$ cat config.mk
export PLATFORM = sky130hd
export DESIGN_NAME = cigar_region_overlap_filter_flat
export DESIGN_NICKNAME = d
export VERILOG_FILES = /design/src/sv/crof_pkg.sv /design/src/sv/crof_ifs.sv /design/src/sv/crof_cigar_parse.sv /design/src/sv/cigar_region_overlap_filter.sv /design/src/flat_wrapper.sv
export VERILOG_INCLUDE_DIRS = /design/src /design/src/sv
export SDC_FILE = /design/constraint.sdc
export NUM_CORES = 1
export LEC_CHECK = 0
export BUFFER_PORTS_ARGS = -buffer_cell sky130_fd_sc_hd__buf_2
export CAP_MARGIN = 20
export CORE_MARGIN = 4
export CORE_UTILIZATION = 50
export DETAILED_ROUTE_END_ITERATION = 12
export GPL_ROUTABILITY_DRIVEN = 0
export GPL_TIMING_DRIVEN = 0
export PLACE_DENSITY = 0.71
export SLEW_MARGIN = 20
export SYNTH_ARGS = -nofsm -noshare
export SYNTH_HDL_FRONTEND = slang
export SYNTH_SLANG_ARGS = --single-unit
$ cat constraint.sdc
create_clock -name clk -period 7 [get_ports clk]
set_input_delay 0.7 -clock clk [delete_from_list [all_inputs] [get_ports clk]]
set_output_delay 0.7 -clock clk [all_outputs]
set_load 0.1 [all_outputs]
$ cat src/sv/cigar_region_overlap_filter_macros.svh
// ---------------------------------------------------------------------------
// cigar_region_overlap_filter_macros.svh
// Assertion macros for the CIGAR region filter. Clock and reset come from
// the module that uses them (clk, rst_n).
// ---------------------------------------------------------------------------
`ifndef CIGAR_REGION_OVERLAP_FILTER_MACROS_SVH
`define CIGAR_REGION_OVERLAP_FILTER_MACROS_SVH

// same-cycle implication
`define CROF_ASSERT_IMP(label, ante, cons) \
  label: assert property (@(posedge clk) disable iff (!rst_n) (ante) |-> (cons)) \
    else $error("crof assertion failed");

// next-cycle implication
`define CROF_ASSERT_NEXT(label, ante, cons) \
  label: assert property (@(posedge clk) disable iff (!rst_n) (ante) |=> (cons)) \
    else $error("crof assertion failed");

`endif

$ cat src/sv/crof_pkg.sv
// ---------------------------------------------------------------------------
// crof_pkg
// Shared widths, character codes, status codes and record types.
// ---------------------------------------------------------------------------
package crof_pkg;

  localparam int POS_W   = 32;
  localparam int START_W = 31;
  localparam int CHAR_W  = 8;
  localparam int STAT_W  = 2;
  localparam int CNT_W   = 32;

  localparam logic [POS_W-1:0] POS_MAX = {POS_W{1'b1}};

  // CIGAR characters
  localparam logic [CHAR_W-1:0] CH_0 = 8'h30;
  localparam logic [CHAR_W-1:0] CH_9 = 8'h39;
  localparam logic [CHAR_W-1:0] CH_M = 8'h4D;
  localparam logic [CHAR_W-1:0] CH_D = 8'h44;
  localparam logic [CHAR_W-1:0] CH_N = 8'h4E;
  localparam logic [CHAR_W-1:0] CH_X = 8'h58;
  localparam logic [CHAR_W-1:0] CH_S = 8'h53;
  localparam logic [CHAR_W-1:0] CH_I = 8'h49;
  localparam logic [CHAR_W-1:0] CH_H = 8'h48;

  // result status
  localparam logic [STAT_W-1:0] ST_OK         = 2'd0;
  localparam logic [STAT_W-1:0] ST_NO_MATCH   = 2'd1;
  localparam logic [STAT_W-1:0] ST_X_BEFORE_M = 2'd2;

  // config register indexes
  localparam logic CFG_REGION_START = 1'b0;
  localparam logic CFG_REGION_END   = 1'b1;

  typedef struct packed {
    logic [CHAR_W-1:0]  cigar_char;
    logic [START_W-1:0] map_start;
    logic               chrom_match;
    logic               last_char;
  } in_item_t;

  // finished record handed from the parser to the result stage
  typedef struct packed {
    logic [START_W-1:0] map_start;
    logic [POS_W-1:0]   span;
    logic               chrom_match;
    logic               match_seen;
    logic               x_before_m;
  } fin_rec_t;

endpackage

$ cat src/sv/crof_ifs.sv
// ---------------------------------------------------------------------------
// crof_ifs
// Valid/ready channels for CIGAR characters in and record results out.
// ---------------------------------------------------------------------------
interface crof_in_if import crof_pkg::*; ();
  logic               valid;
  logic               ready;
  logic [CHAR_W-1:0]  cigar_char;
  logic [START_W-1:0] map_start;
  logic               chrom_match;
  logic               last_char;

  modport source (output valid, cigar_char, map_start, chrom_match, last_char,
                  input ready);
  modport sink   (input valid, cigar_char, map_start, chrom_match, last_char,
                  output ready);
endinterface

interface crof_out_if import crof_pkg::*; ();
  logic              valid;
  logic              ready;
  logic [POS_W-1:0]  end_pos;
  logic [STAT_W-1:0] status;
  logic              selected;
  logic [CNT_W-1:0]  selected_count;

  modport source (output valid, end_pos, status, selected, selected_count,
                  input ready);
  modport sink   (input valid, end_pos, status, selected, selected_count,
                  output ready);
endinterface

$ cat src/sv/crof_cigar_parse.sv
// ---------------------------------------------------------------------------
// crof_cigar_parse
// Per-character CIGAR parser: length accumulate, span tracking, and the
// finished-record register loaded on the last character.
// ---------------------------------------------------------------------------
module crof_cigar_parse import crof_pkg::*; (
  input  logic     clk,
  input  logic     rst_n,
  input  logic     take,       // word accepted this cycle
  input  in_item_t item,
  input  logic     fin_take,   // result stage consumes fin_r
  output fin_rec_t fin_r,
  output logic     fin_v_r
);

  logic [POS_W-1:0] acc_r, acc_nxt;
  logic             frozen_r, frozen_nxt;
  logic [POS_W-1:0] span_r, span_nxt;
  logic [POS_W-1:0] slm_r, slm_nxt;      // span after latest M
  logic             match_r, match_nxt;
  logic             xseen_r, xseen_nxt;
  logic             xbm_r, xbm_nxt;      // X seen before some M

  logic              is_digit;
  logic [CHAR_W-1:0] dsub;
  logic [POS_W+3:0]  acc_ext;
  logic [POS_W+3:0]  acc_v;
  logic [POS_W-1:0]  acc_sat;
  logic [POS_W:0]    ssum;
  logic [POS_W-1:0]  span_sat;
  logic              close_op;

  assign is_digit = (item.cigar_char >= CH_0) && (item.cigar_char <= CH_9);
  assign dsub     = item.cigar_char - CH_0;
  assign acc_ext  = {4'b0, acc_r};
  // acc * 10 + digit
  assign acc_v    = (acc_ext << 3) + (acc_ext << 1) + {{POS_W{1'b0}}, dsub[3:0]};
  assign acc_sat  = (acc_v > {4'b0, POS_MAX}) ? POS_MAX : acc_v[POS_W-1:0];
  assign ssum     = {1'b0, span_r} + {1'b0, acc_r};
  assign span_sat = ssum[POS_W] ? POS_MAX : ssum[POS_W-1:0];

  always_comb begin
    acc_nxt    = acc_r;
    frozen_nxt = frozen_r;
    span_nxt   = span_r;
    slm_nxt    = slm_r;
    match_nxt  = match_r;
    xseen_nxt  = xseen_r;
    xbm_nxt    = xbm_r;
    close_op   = 1'b0;
    if (is_digit) begin
      if (!frozen_r) begin
        acc_nxt = acc_sat;
      end
    end else begin
      unique case (item.cigar_char)
        CH_M: begin
          span_nxt  = span_sat;
          slm_nxt   = span_sat;
          match_nxt = 1'b1;
          if (xseen_r) begin
            xbm_nxt = 1'b1;
          end
          close_op = 1'b1;
        end
        CH_D, CH_N: begin
          span_nxt = span_sat;
          close_op = 1'b1;
        end
        CH_X: begin
          xseen_nxt = 1'b1;
          close_op  = 1'b1;
        end
        CH_S, CH_I, CH_H: begin
          close_op = 1'b1;
        end
        default: begin
          frozen_nxt = 1'b1;   // junk char: ignore digits until next op
        end
      endcase
      if (close_op) begin
        acc_nxt    = '0;
        frozen_nxt = 1'b0;
      end
    end
  end

  always_ff @(posedge clk) begin
    if (!rst_n) begin
      acc_r    <= '0;
      frozen_r <= 1'b0;
      span_r   <= '0;
      slm_r    <= '0;
      match_r  <= 1'b0;
      xseen_r  <= 1'b0;
      xbm_r    <= 1'b0;
    end else if (take) begin
      if (item.last_char) begin
        acc_r    <= '0;
        frozen_r <= 1'b0;
        span_r   <= '0;
        slm_r    <= '0;
        match_r  <= 1'b0;
        xseen_r  <= 1'b0;
        xbm_r    <= 1'b0;
      end else begin
        acc_r    <= acc_nxt;
        frozen_r <= frozen_nxt;
        span_r   <= span_nxt;
        slm_r    <= slm_nxt;
        match_r  <= match_nxt;
        xseen_r  <= xseen_nxt;
        xbm_r    <= xbm_nxt;
      end
    end
  end

  always_ff @(posedge clk) begin
    if (!rst_n) begin
      fin_v_r <= 1'b0;
    end else if (take && item.last_char) begin
      fin_v_r <= 1'b1;
    end else if (fin_take) begin
      fin_v_r <= 1'b0;
    end
  end

  always_ff @(posedge clk) begin
    if (take && item.last_char) begin
      fin_r.map_start   <= item.map_start;
      fin_r.span        <= slm_nxt;
      fin_r.chrom_match <= item.chrom_match;
      fin_r.match_seen  <= match_nxt;
      fin_r.x_before_m  <= xbm_nxt;
    end
  end

endmodule

$ cat src/sv/cigar_region_overlap_filter.sv
// ---------------------------------------------------------------------------
// cigar_region_overlap_filter
// CIGAR end-position calculator and region filter for alignment records.
// ---------------------------------------------------------------------------
// Takes one CIGAR character per input word, with the record's map start and
// chromosome-match flag alongside; the word flagged last_char closes the
// record and yields exactly one output word (end_pos, status, selected,
// selected_count). Throughput is one character per clock while in_word.ready
// is high, set by the per-character length accumulate (acc*10 + digit,
// saturating) and span add that feed the parser state registers. A record
// passes two registers: accepting its last character loads the parser's
// finished-record register, and the result stage, once its output register
// is free or being taken, loads start + span - 1, the region compare and the
// saturating select counter, all registered at the output. Both the
// finished-record register and the output register hold one record each, so
// input keeps flowing while a result waits; in_word.ready drops only when
// both are full and the sink is stalled. Region registers are written
// through cfg_* while idle; the user is bound to this, as the block
// itself does not enforce it.
// ---------------------------------------------------------------------------
`include "cigar_region_overlap_filter_macros.svh"

module cigar_region_overlap_filter import crof_pkg::*; (
  input  logic               clk,
  input  logic               rst_n,
  input  logic               cfg_we,
  input  logic               cfg_idx,
  input  logic [START_W-1:0] cfg_wdata,
  crof_in_if.sink            in_word,
  crof_out_if.source         out_word
);

  // config registers
  logic [START_W-1:0] region_start_r;
  logic [START_W-1:0] region_end_r;

  always_ff @(posedge clk) begin
    if (!rst_n) begin
      region_start_r <= '0;
      region_end_r   <= {START_W{1'b1}};
    end else if (cfg_we) begin
      if (cfg_idx == CFG_REGION_START) begin
        region_start_r <= cfg_wdata;
      end else begin
        region_end_r <= cfg_wdata;
      end
    end
  end

  // parser stage
  in_item_t item;
  fin_rec_t fin_r;
  logic     fin_v_r;
  logic     fin_adv;     // result stage can take a record
  logic     fin_take;
  logic     in_take;

  assign item.cigar_char  = in_word.cigar_char;
  assign item.map_start   = in_word.map_start;
  assign item.chrom_match = in_word.chrom_match;
  assign item.last_char   = in_word.last_char;

  logic out_v_r;

  assign fin_adv       = !out_v_r || out_word.ready;
  assign fin_take      = fin_v_r && fin_adv;
  assign in_word.ready = !fin_v_r || fin_adv;
  assign in_take       = in_word.valid && in_word.ready;

  crof_cigar_parse u_parse (
    .clk      (clk),
    .rst_n    (rst_n),
    .take     (in_take),
    .item     (item),
    .fin_take (fin_take),
    .fin_r    (fin_r),
    .fin_v_r  (fin_v_r)
  );

  // result stage
  logic [STAT_W-1:0] status;
  logic [POS_W:0]    psum;
  logic [POS_W-1:0]  end_raw;
  logic [POS_W-1:0]  end_pos;
  logic [POS_W-1:0]  reg_end_ext;
  logic              sel;
  logic [CNT_W-1:0]  cnt_r, cnt_inc, cnt_nxt;

  logic [POS_W-1:0]  end_pos_r;
  logic [STAT_W-1:0] status_r;
  logic              sel_r;

  always_comb begin
    if (!fin_r.match_seen) begin
      status = ST_NO_MATCH;
    end else if (fin_r.x_before_m) begin
      status = ST_X_BEFORE_M;
    end else begin
      status = ST_OK;
    end
  end

  // start + span, saturating, then minus one (a zero sum stays zero)
  assign psum = {{(POS_W+1-START_W){1'b0}}, fin_r.map_start} + {1'b0, fin_r.span};

  always_comb begin
    if (psum[POS_W]) begin
      end_raw = POS_MAX - POS_W'(1);
    end else if (psum == '0) begin
      end_raw = '0;
    end else begin
      end_raw = psum[POS_W-1:0] - POS_W'(1);
    end
  end

  assign end_pos     = (status == ST_OK) ? end_raw : '0;
  assign reg_end_ext = {{(POS_W-START_W){1'b0}}, region_end_r};

  // in region, or starts before it and runs past its end
  assign sel = fin_r.chrom_match && (fin_r.map_start <= region_end_r) &&
               ((fin_r.map_start >= region_start_r) ||
                ((status == ST_OK) && (end_pos > reg_end_ext)));

  assign cnt_inc = (cnt_r == {CNT_W{1'b1}}) ? cnt_r : cnt_r + CNT_W'(1);
  assign cnt_nxt = sel ? cnt_inc : cnt_r;

  always_ff @(posedge clk) begin
    if (!rst_n) begin
      out_v_r <= 1'b0;
      cnt_r   <= '0;
    end else if (fin_take) begin
      out_v_r <= 1'b1;
      cnt_r   <= cnt_nxt;
    end else if (out_word.ready) begin
      out_v_r <= 1'b0;
    end
  end

  always_ff @(posedge clk) begin
    if (fin_take) begin
      end_pos_r <= end_pos;
      status_r  <= status;
      sel_r     <= sel;
    end
  end

  assign out_word.valid          = out_v_r;
  assign out_word.end_pos        = end_pos_r;
  assign out_word.status         = status_r;
  assign out_word.selected       = sel_r;
  assign out_word.selected_count = cnt_r;

  // checks
  `CROF_ASSERT_IMP(a_err_no_end, out_v_r && (status_r != ST_OK), end_pos_r == '0)
  `CROF_ASSERT_NEXT(a_cnt_mono, 1'b1, cnt_r >= $past(cnt_r))
  `CROF_ASSERT_IMP(a_stall_full, !in_word.ready, fin_v_r && out_v_r)
  `CROF_ASSERT_NEXT(a_fin_hold, fin_v_r && !fin_adv, fin_v_r && $stable(fin_r))

endmodule

$ cat src/flat_wrapper.sv
// flat-port wrapper written by rule: the top's interface ports become plain ports
module cigar_region_overlap_filter_flat import crof_pkg::*;
  (clk, rst_n, cfg_we, cfg_idx, cfg_wdata, in_word_valid, in_word_cigar_char, in_word_map_start, in_word_chrom_match, in_word_last_char, in_word_ready, out_word_valid, out_word_end_pos, out_word_status, out_word_selected, out_word_selected_count, out_word_ready);
  crof_in_if in_word_i ();
  crof_out_if out_word_i ();
  input  logic clk;
  input  logic rst_n;
  input  logic cfg_we;
  input  logic cfg_idx;
  input  logic [START_W-1:0] cfg_wdata;
  input wire logic [$bits(in_word_i.valid)-1:0] in_word_valid;
  input wire logic [$bits(in_word_i.cigar_char)-1:0] in_word_cigar_char;
  input wire logic [$bits(in_word_i.map_start)-1:0] in_word_map_start;
  input wire logic [$bits(in_word_i.chrom_match)-1:0] in_word_chrom_match;
  input wire logic [$bits(in_word_i.last_char)-1:0] in_word_last_char;
  output wire logic [$bits(in_word_i.ready)-1:0] in_word_ready;
  output wire logic [$bits(out_word_i.valid)-1:0] out_word_valid;
  output wire logic [$bits(out_word_i.end_pos)-1:0] out_word_end_pos;
  output wire logic [$bits(out_word_i.status)-1:0] out_word_status;
  output wire logic [$bits(out_word_i.selected)-1:0] out_word_selected;
  output wire logic [$bits(out_word_i.selected_count)-1:0] out_word_selected_count;
  input wire logic [$bits(out_word_i.ready)-1:0] out_word_ready;
  assign in_word_i.valid = in_word_valid;
  assign in_word_i.cigar_char = in_word_cigar_char;
  assign in_word_i.map_start = in_word_map_start;
  assign in_word_i.chrom_match = in_word_chrom_match;
  assign in_word_i.last_char = in_word_last_char;
  assign in_word_ready = in_word_i.ready;
  assign out_word_valid = out_word_i.valid;
  assign out_word_end_pos = out_word_i.end_pos;
  assign out_word_status = out_word_i.status;
  assign out_word_selected = out_word_i.selected;
  assign out_word_selected_count = out_word_i.selected_count;
  assign out_word_i.ready = out_word_ready;
  cigar_region_overlap_filter u_core (.clk(clk), .rst_n(rst_n), .cfg_we(cfg_we), .cfg_idx(cfg_idx), .cfg_wdata(cfg_wdata), .in_word(in_word_i), .out_word(out_word_i));
endmodule
==> results.ini, run 1 <==
[grt]
antenna_found_initial=0
use_met2_pct=44.13
gr-usage-met1_pct=31.82
grt.busiest_layer=met2
grt_first_pass_wirelength_um=86940
overflow=0
use_met3_pct=2.628
grt.total_usage_pct=25.46
grt_pass1_vias=16940
grt_max_degree=65

[die]
fp.coreArea_um2=37930
die-area_um2=41980
fp-row-count=71
io_pins=147
die_y_um=204.9
start_util_pct=51.10
die_w_um=204.9

[power_and_ir_drop]
leakagePower_nw=10.15
clock_power_share_pct=39.9
comb_power_share_pct=16.4
p_int_mw=3.093
power_density_nw_per_um2=181.4
vdd_drop_max_mv=0.1601
seq_power_share_pct=43.7
p_switching_mw=1.152
p_sw_share_pct=27.14

[worst_hold_path]
min_to=u_core.u_parse.fin_r[61]$_DFFE_PP_
hold_start=in_word_map_start[26]
hold_path_depth=1
hold_class=in2reg

[synthesis]
synth_warnings=0
avgSynthCellArea_um2=8.720
synth_cell_types=94
ys.flop_type=dfxtp_1
synth.cell_area_um2=19380
synth-xor-area-share_pct=4.202
ys_seq_area_share_pct=35.89
synth_fp_nets=2526
synth_top_family_by_area=compound AO/OA/AOI/OAI gates
ys_ff_latch=297
synthMuxAreaShare_pct=1.007
synthSimpleGateAreaFrac_pct=18.70
synth_compound_area_share_pct=21.51
netlist_instances=2223
synthAdderAreaFrac_pct=14.68
synthArstFlopShare_pct=0
synth-edff-count=101

[sta]
hold_viol_final=0
grt_setup_unrepaired=yes
fin_tns_setup_ns=-3.722
drv_slew=0
worst_pin_slew_ns=0.9346
post-route-period-util_pct=104.0
relSlewSlack_pct=37.46
period_needed_ns=7.278
max_freq_mhz=137.4
skew_ns=0.01711
finalSetupViolations=32
setup_ws_ns=-0.2782

[cts]
cts_sinks=297
cts_tree=built
cts_hold_buffers=0
clkLatencyLatePin_ns=0.57
cts.path.max_buffers=3
clk_pin_slew_ns=0.07
cts-htree-levels=1
cts_buffers=31
cts_root_buf=clkbuf_16

[routing]
drc=0
ant_nets=0
first_pass_iters=5
dr.first_iter.drc_count=1181
vias=17750
via_per_inst=5.891
drt_wl_total_um=57070
avgRoutedWirePerCell_um=18.94

[cells_and_area]
finalNetCount=2781
antennaDiodeCount=0
final_common_cell=nand2_1
layout_common_cells=nand2_1, ha_1, dfxtp_1
syn_to_final_growth_pct=20.71
drive_gt1_share_pct=17.35

[critical_path]
crit_top_cell=nand4_1
arrival_ns=7.76
path_max_fanout=7
critical_path_required_ns=7.49
worstReg2RegEnd=u_core.out_word.selected_count[15]$_SDFFE_PN0P_
cpPeakStageDelay_ns=0.57
crit_type=reg2reg
r2r_start=u_core.u_parse.fin_r[38]$_DFFE_PP_
rr_worst_depth=29
rrSetupSlack_ns=-0.28
crit_slowest_cell=or4_4
start_kind=register
worstSetupEndpointType=register

[placement]
place_hpwl_um=42570
port_buffers=146
dp_slack_ns=-1.260

[run]
drv_cap=0

[status]
outcome=finished with violations
violations=setup timing

-- repair_timing --
action	CTS	global route
setup endpoints to repair	33	33
resized for setup	83	106
pin swaps	37	58
endpoints found under the hold margin	0	0
setup buffers	36	42
cloned	2	1
-- how the worst max path moves through the flow --
stage / start / endpoint / cells past startpoint
after global placement: u_core.u_parse.fin_r[53]$_DFFE_PP_ / u_core.out_word.selected_count[29]$_SDFFE_PN0P_ / 29
after CTS: u_core.u_parse.fin_r[44]$_DFFE_PP_ / u_core.out_word.selected_count[2]$_SDFFE_PN0P_ / 31
after floorplan: u_core.u_parse.fin_r[35]$_DFFE_PP_ / u_core.out_word.selected_count[2]$_SDFFE_PN0P_ / 30
after detailed placement: u_core.u_parse.fin_r[36]$_DFFE_PP_ / u_core.out_word.selected_count[29]$_SDFFE_PN0P_ / 28
final: u_core.u_parse.fin_r[38]$_DFFE_PP_ / u_core.out_word.selected_count[15]$_SDFFE_PN0P_ / 29
after global routing: u_core.u_parse.fin_r[39]$_DFFE_PP_ / u_core.out_word.selected_count[11]$_SDFFE_PN0P_ / 30
-- metrics by stage --
stage	cells	hold WS (ns)	area, um^2	total power, mW	util, %
2_1_floorplan	2223	0.4242	19380	2.284	-
3_3_place_gp	2880	0.4377	20750	2.437	54.71
3_5_place_dp	2882	0.4467	20800	2.452	54.83
4_1_cts	2973	0.2855	22530	4.181	59.38
5_1_grt	3013	0.2928	23400	4.393	61.68
6_report	3013	0.3139	23400	4.245	61.68
-- layer usage --
layer  share of wire, %  vias to the layer above
met5                  0                        -
met1                 42                     8363
met2                 48                      578
li1                   -                     8657
met3                5.4                      151
met4                5.2                        0
-- sequential cells by signal (all words and copies together), names as in the netlist --
signal / flops
u_core.u_parse.fin_r: 66
u_core.u_parse.xbm_r: 1
u_core.out_word.selected: 1
u_core.u_parse.match_r: 1
u_core.u_parse.acc_r: 32
u_core.region_end_r: 31
u_core.region_start_r: 31
u_core.out_word.selected_count: 32
u_core.u_parse.span_r: 32
u_core.out_word.valid: 1
u_core.u_parse.slm_r: 32
u_core.out_word.status: 2
u_core.u_parse.fin_v_r: 1
u_core.u_parse.xseen_r: 1
u_core.u_parse.frozen_r: 1
u_core.out_word.end_pos: 32
-- worst max-delay path: cells and delay by family, from the launching register on --
family | cells | cell delay (ns)
xor gates and xnor gates | 1 | 0.18
buffers and inverters | 3 | 0.45
adders and majority gates | 2 | 0.64
and+or+nand+nor | 14 | 3.68
AOI/OAI and AO/OA | 9 | 1.76
DFF | 1 | 0.45
-- kinds of logic after synthesis --
| group | Yosys count |
|---|---|
| compound gates | 641 |
| buf+inv | 196 |
| fa+ha+maj | 225 |
| simple gates | 752 |
| xor+xnor | 93 |
| mux | 19 |
| flops | 297 |
-- power groups by stage --
stage | clock network (mW) | registers (mW) | logic [mW]
6_report | 1.69 | 1.85 | 0.698
5_1_grt | 1.78 | 1.86 | 0.752
4_1_cts | 1.71 | 1.85 | 0.615
3_5_place_dp | 0 | 1.89 | 0.557
3_3_place_gp | 0 | 1.90 | 0.541
2_1_floorplan | 0 | 1.93 | 0.351
-- synthesized netlist by cell type, drive strengths merged, types with 4 or more instances --
library cell	number	area (um^2)
nand2	279	1050
ha	221	2765
dfxtp	196	3924
a21oi	189	949.7
nor2	167	636.9
o21ai	123	615.6
inv	105	394.1
edfxtp	101	3033
clkbuf	79	297.8
a21o	51	391.6
xnor2	51	446.7
nand3	45	225.2
xor2	42	367.9
o211ai	41	307.8
nand2b	39	244.0
a31oi	34	212.7
nor3	34	175.2
o21a	30	225.2
a22oi	25	192.7
and3	25	156.4
a22o	24	210.2
nand4	24	150.1
nor2b	24	150.1
or3	23	143.9
nor4	22	158.9
o31ai	20	150.1
a211oi	18	140.1
and2	15	93.84
mux2i	15	150.1
or4	14	105.1
or2	13	81.33
buf	12	86.32
o21bai	11	82.58
a21boi	8	75.07
and4	7	61.31
o41ai	6	52.55
a2111oi	5	43.79
a211o	5	43.79
nor3b	5	37.54
fa	4	80.08
mux2	4	45.04
nand3b	4	42.54
o2111ai	4	35.03
-- final cells by class --
cell class / instances / area (um^2)
Fill cell: 3153 / 14530
Multi-Input combinational cell: 1730 / 12540
Sequential cell: 297 / 6957
Timing Repair Buffer: 229 / 1425
Clock buffer: 36 / 804.5
Tap cell: 511 / 639.4
Inverter: 105 / 396.6
Buffer: 84 / 394.1
Clock inverter: 21 / 240.2
Note: power is estimated with default switching activity, not from simulation.
==> run 2: changes to the inputs <==
- BUFFER_PORTS_ARGS: -buffer_cell sky130_fd_sc_hd__buf_2 -> -buffer_cell sky130_fd_sc_hd__buf_4
==> results.ini, run 2 (synthesized netlist as in run 1, its figures left out) <==
[routing]
drt_wl_total_um=58250
first_pass_iters=5
dr.first_iter.drc_count=1290
via_per_inst=5.951
ant_nets=0
drc=0
avgRoutedWirePerCell_um=19.29
vias=17970

[sta]
worst_pin_slew_ns=0.9113
setup_ws_ns=-0.1225
drv_slew=0
max_freq_mhz=140.4
fin_tns_setup_ns=-1.466
post-route-period-util_pct=101.8
period_needed_ns=7.123
skew_ns=0.01340
relSlewSlack_pct=38.29
grt_setup_unrepaired=yes
hold_viol_final=0
worst_hold_slack_ns=0.3514
finalSetupViolations=25

[cells_and_area]
multi_input_area_um2=12640
largest_reg_flops=66
finalNetCount=2785
final_common_cell=nand2_1
fillers=3086
register_area_um2=6957
drive_gt1_share_pct=17.82
layout_common_cells=nand2_1, buf_4, ha_1
largest-register=u_core.u_parse.fin_r
antennaDiodeCount=0
syn_to_final_growth_pct=23.41

[grt]
grt_pass1_vias=17180
antenna_found_initial=0
overflow=0
grt_first_pass_wirelength_um=88320
grt_max_degree=66
grt.total_usage_pct=25.94

[die]
fp-row-count=71
fp.coreArea_um2=37930
die_y_um=204.9
die-area_um2=41980
die_w_um=204.9
io_pins=147
start_util_pct=51.10

[critical_path]
worstSetupEndpointType=register
crit_slowest_cell=or4_4
cpPeakStageDelay_ns=0.57
critical_path_required_ns=7.46
path_max_fanout=6
crit_type=reg2reg
critical_path.top_delay_family=simple AND/OR/NAND/NOR gates
arrival_ns=7.58
start_kind=register
worstPathBufferInverterCount=3

[cts]
cts_sinks=297
cts_buffers=34
cts_tree=built
clk_pin_slew_ns=0.06
cts-htree-levels=2
cts_root_buf=clkbuf_16
clkLatencyLatePin_ns=0.53
cts.path.max_buffers=3

[status]
violations=setup timing
outcome=finished with violations

[power_and_ir_drop]
power_density_nw_per_um2=182.1
vdd_drop_max_mv=0.1264
leakagePower_nw=10.29

[placement]
port_buffers=146
place_hpwl_um=43180

[worst_hold_path]
hold_class=in2reg

[run]
drv_cap=0

-- run 2: metrics by stage --
| step | total power [mW] | cell area [um^2] | util, % | setup WS (ns) | std cells |
|---|---|---|---|---|---|
| floorplan | 2.284 | 19380 | - | 0.2098 | 2223 |
| global placement | 2.454 | 21120 | 55.68 | -1.236 | 2880 |
| detailed placement | 2.472 | 21160 | 55.79 | -1.295 | 2882 |
| CTS | 4.287 | 22950 | 60.49 | 0.003144 | 2975 |
| global route | 4.508 | 23920 | 63.06 | -0.4095 | 3019 |
| finish | 4.356 | 23920 | 63.06 | -0.1225 | 3019 |
-- run 2: report_power, final --
part           switching [mW]  internal, mW  leakage, nW
clock network           0.742          1.04        0.540
logic                   0.445         0.271         7.21
registers              0.0260          1.83         2.54
total                    1.21          3.14         10.3
-- run 2: final timing paths --
check / from / end / slack, ns / cells after the start
min reg2reg: u_core.region_start_r[24]$_SDFFE_PN0P_ / u_core.region_start_r[24]$_SDFFE_PN0P_ / 0.46 / 2
max reg2reg: u_core.u_parse.fin_r[36]$_DFFE_PP_ / u_core.out_word.selected_count[2]$_SDFFE_PN0P_ / -0.12 / 29
max: u_core.u_parse.fin_r[36]$_DFFE_PP_ / u_core.out_word.selected_count[2]$_SDFFE_PN0P_ / -0.12 / 29
min: in_word_map_start[26] / u_core.u_parse.fin_r[61]$_DFFE_PP_ / 0.35 / 1
-- run 2: layout make-up --
type	instances	share of cell area (%)
buffer	83	1.585
sequential	297	29.08
clock inverter	19	0.8683
timing repair buffer	230	7.516
inverter	105	1.658
clock buffer	43	3.787
multi-input combinational	1731	52.83
tap	511	2.673
-- run 2: routing by layer --
metal	wire length (um)	GRT usage, %
met1	23730	32.08
met4	2968	11.99
met3	3342	3.166
met2	28210	45.24
met5	0	0
-- run 2: worst register-to-register path: cells and delay by family, from the launching register on --
kind                     cells  cell delay, ns
adder cells (fa/ha/maj)      2            0.68
AND/OR/NAND/NOR             13            3.45
XOR/XNOR                     1            0.19
flip-flops                   1            0.47
AO/OA/AOI/OAI               10            1.81
buffers and inverters        3            0.46
-- run 2: repair_timing --
item,4_1_cts,5_1_grt
hold buffers,0,0
resized for setup,79,116
setup endpoints to repair,33,33
setup buffers,35,45
pin swaps,30,55
gates cloned,2,1
==> run 3: changes to the inputs <==
- SYNTH_HIERARCHICAL: default -> 1
==> results.ini, run 3 <==
[status]
outcome=finished, final reports clean

[power_and_ir_drop]
power_density_nw_per_um2=173.4
clock_power_share_pct=38.4
leakagePower_nw=9.958
p_int_mw=2.946
p_sw_share_pct=27.64
vdd_drop_max_mv=0.1789
power_mw=4.072
p_switching_mw=1.126
comb_power_share_pct=15.8
seq_power_share_pct=45.8

[synthesis]
synthArstFlopShare_pct=0
synth_warnings=6
ys_ff_latch=297
synth_top_family_by_area=compound AO/OA/AOI/OAI gates
synth-edff-count=101
synth.cell_area_um2=20430
netlist_instances=2394
synth_compound_area_share_pct=23.65
synthSimpleGateAreaFrac_pct=19.70
synthTopCellsByCount=nand2_1, ha_1, a21oi_1
synth_most_common_cell=nand2_1
synthMuxAreaShare_pct=0.9372
synth_cell_types=89
ys_seq_area_share_pct=34.06
synth_top_area_share_pct=19.21
ys.flop_type=dfxtp_1
synth_fp_nets=2697
synthAdderAreaFrac_pct=13.93
netlist_top_cells_area=dfxtp_1, edfxtp_1, ha_1, nand2_1, a21oi_1
synth_largest_area_cell=dfxtp_1
avgSynthCellArea_um2=8.533
synth-xor-area-share_pct=3.816

[die]
fp.coreArea_um2=40100
die_y_um=210.1
fp-row-count=73
die-area_um2=44150
die_w_um=210.1
io_pins=147
start_util_pct=50.94

[run]
drv_cap=0

[placement]
port_buffers=146
place_hpwl_um=47400
place_inst=3067

[critical_path]
arrival_ns=7.28
worstSetupEndpointType=register
worstPathBufferInverterCount=5
path_max_fanout=10
start_kind=register
crit_cells=30
startpoint=u_core/u_parse/fin_r[40]$_DFFE_PP_
critical_path_required_ns=7.49
cpPeakStageDelay_ns=0.51
r2r_start=u_core/u_parse/fin_r[40]$_DFFE_PP_
crit_slowest_cell=or4_1
crit_type=reg2reg
rr_worst_depth=30
critical_path.top_delay_family=simple AND/OR/NAND/NOR gates

[cts]
cts.path.max_buffers=3
cts_sinks=297
clk_pin_slew_ns=0.06
cts_buffers=30
cts-htree-levels=1
cts_tree=built
cts_hold_buffers=0
clkLatencyLatePin_ns=0.58
cts_root_buf=clkbuf_16

[routing]
dr.first_iter.drc_count=1102
vias=18930
drc=0
first_pass_iters=10
drt_wl_total_um=59860
via_per_inst=6.048
avgRoutedWirePerCell_um=19.12
ant_nets=0

[sta]
period_needed_ns=6.795
worst_pin_slew_ns=1.271
post-route-period-util_pct=97.08
skew_ns=0.02199
fin_tns_setup_ns=0
finalSetupViolations=0
max_freq_mhz=147.2
relSlewSlack_pct=13.08
hold_viol_final=0
drv_slew=0

[grt]
grt_pass1_vias=18550
grt.total_usage_pct=25.68
grt_max_degree=41
overflow=0
grt_first_pass_wirelength_um=93870
antenna_found_initial=0

[worst_hold_path]
hold_class=in2reg
hold_start=in_word_map_start[4]
hold_path_depth=1

[cells_and_area]
antennaDiodeCount=0
largest-register=u_core/u_parse/fin_r
fin_cells=3130
finalNetCount=2884
drive_gt1_share_pct=12.25
postLayoutCoreUtil_pct=58.58
largest_reg_flops=66
syn_to_final_growth_pct=14.98
final_common_cell=nand2_1
layout_common_cells=nand2_1, ha_1, dfxtp_1

==> run 3: cell count changes after synthesis, moves of 11 or more <==
cell,before,now
a211oi_2,1,20
a21o_1,49,82
a21oi_1,188,199
a22o_1,24,4
a22oi_1,24,5
a31oi_1,34,22
and2_1,14,58
inv_1,105,91
nand2_1,278,330
nand4_1,24,42
nor2_1,165,135
o21ai_0,121,146
o21ai_1,2,41
xor2_1,42,28
==> run 3: worst paths after layout <==
| kind | endpoint | slack [ns] |
|---|---|---|
| hold / removal | u_core/u_parse/fin_r[39]$_DFFE_PP_ | 0.30 |
| hold reg to reg | u_core/region_start_r[29]$_SDFFE_PN0P_ | 0.46 |
| setup reg to reg | u_core/out_word.selected_count[4]$_SDFFE_PN0P_ | 0.20 |
| setup / recovery | u_core/out_word.selected_count[4]$_SDFFE_PN0P_ | 0.20 |
==> run 3: logic make-up after synthesis <==
family,count (synthesis)
compound gates,735
xor+xnor,89
fa+ha+maj,225
mux,19
simple gates,831
buf+inv,198
flops,297
==> run 3: power by group through the flow <==
stage	logic [mW]	clock network, mW	registers, mW
after floorplan	0.347	0	1.97
after global placement	0.588	0	1.90
after detailed placement	0.608	0	1.90
after CTS	0.620	1.59	1.86
after global routing	0.700	1.67	1.87
final	0.644	1.56	1.86
==> run 3: layout make-up <==
class | count | area, um^2
buffer | 100 | 454.2
clock buffer | 47 | 909.6
tap | 525 | 656.9
clock inverter | 9 | 62.56
timing repair buffer | 160 | 1230
sequential | 297 | 6957
fill | 3552 | 16610
multi-input combinational | 1899 | 12870
inverter | 93 | 351.6
==> run 3: repair_timing <==
action	in CTS	in global routing
gates resized for setup	22	38
endpoints found under the hold margin	0	0
pin swaps	2	11
setup endpoints to repair	33	33
setup buffers	3	9
==> run 3: metrics by stage <==
stage | area (um^2) | hold WS, ns | worst slack (ns)
floorplan | 20430 | 0.4249 | 0.8210
global placement | 22180 | 0.4327 | -1.006
detailed placement | 22220 | 0.4430 | -1.086
CTS | 23310 | 0.2782 | 0.006823
global route | 23490 | 0.2726 | -0.05123
finish | 23490 | 0.2958 | 0.2047
==> run 3: routing by layer <==
metal  GRT usage [%]  wire length, um
met5               0                0
met4           11.84             2759
met3           3.319             3859
met2           45.73            29060
met1           30.87            24180
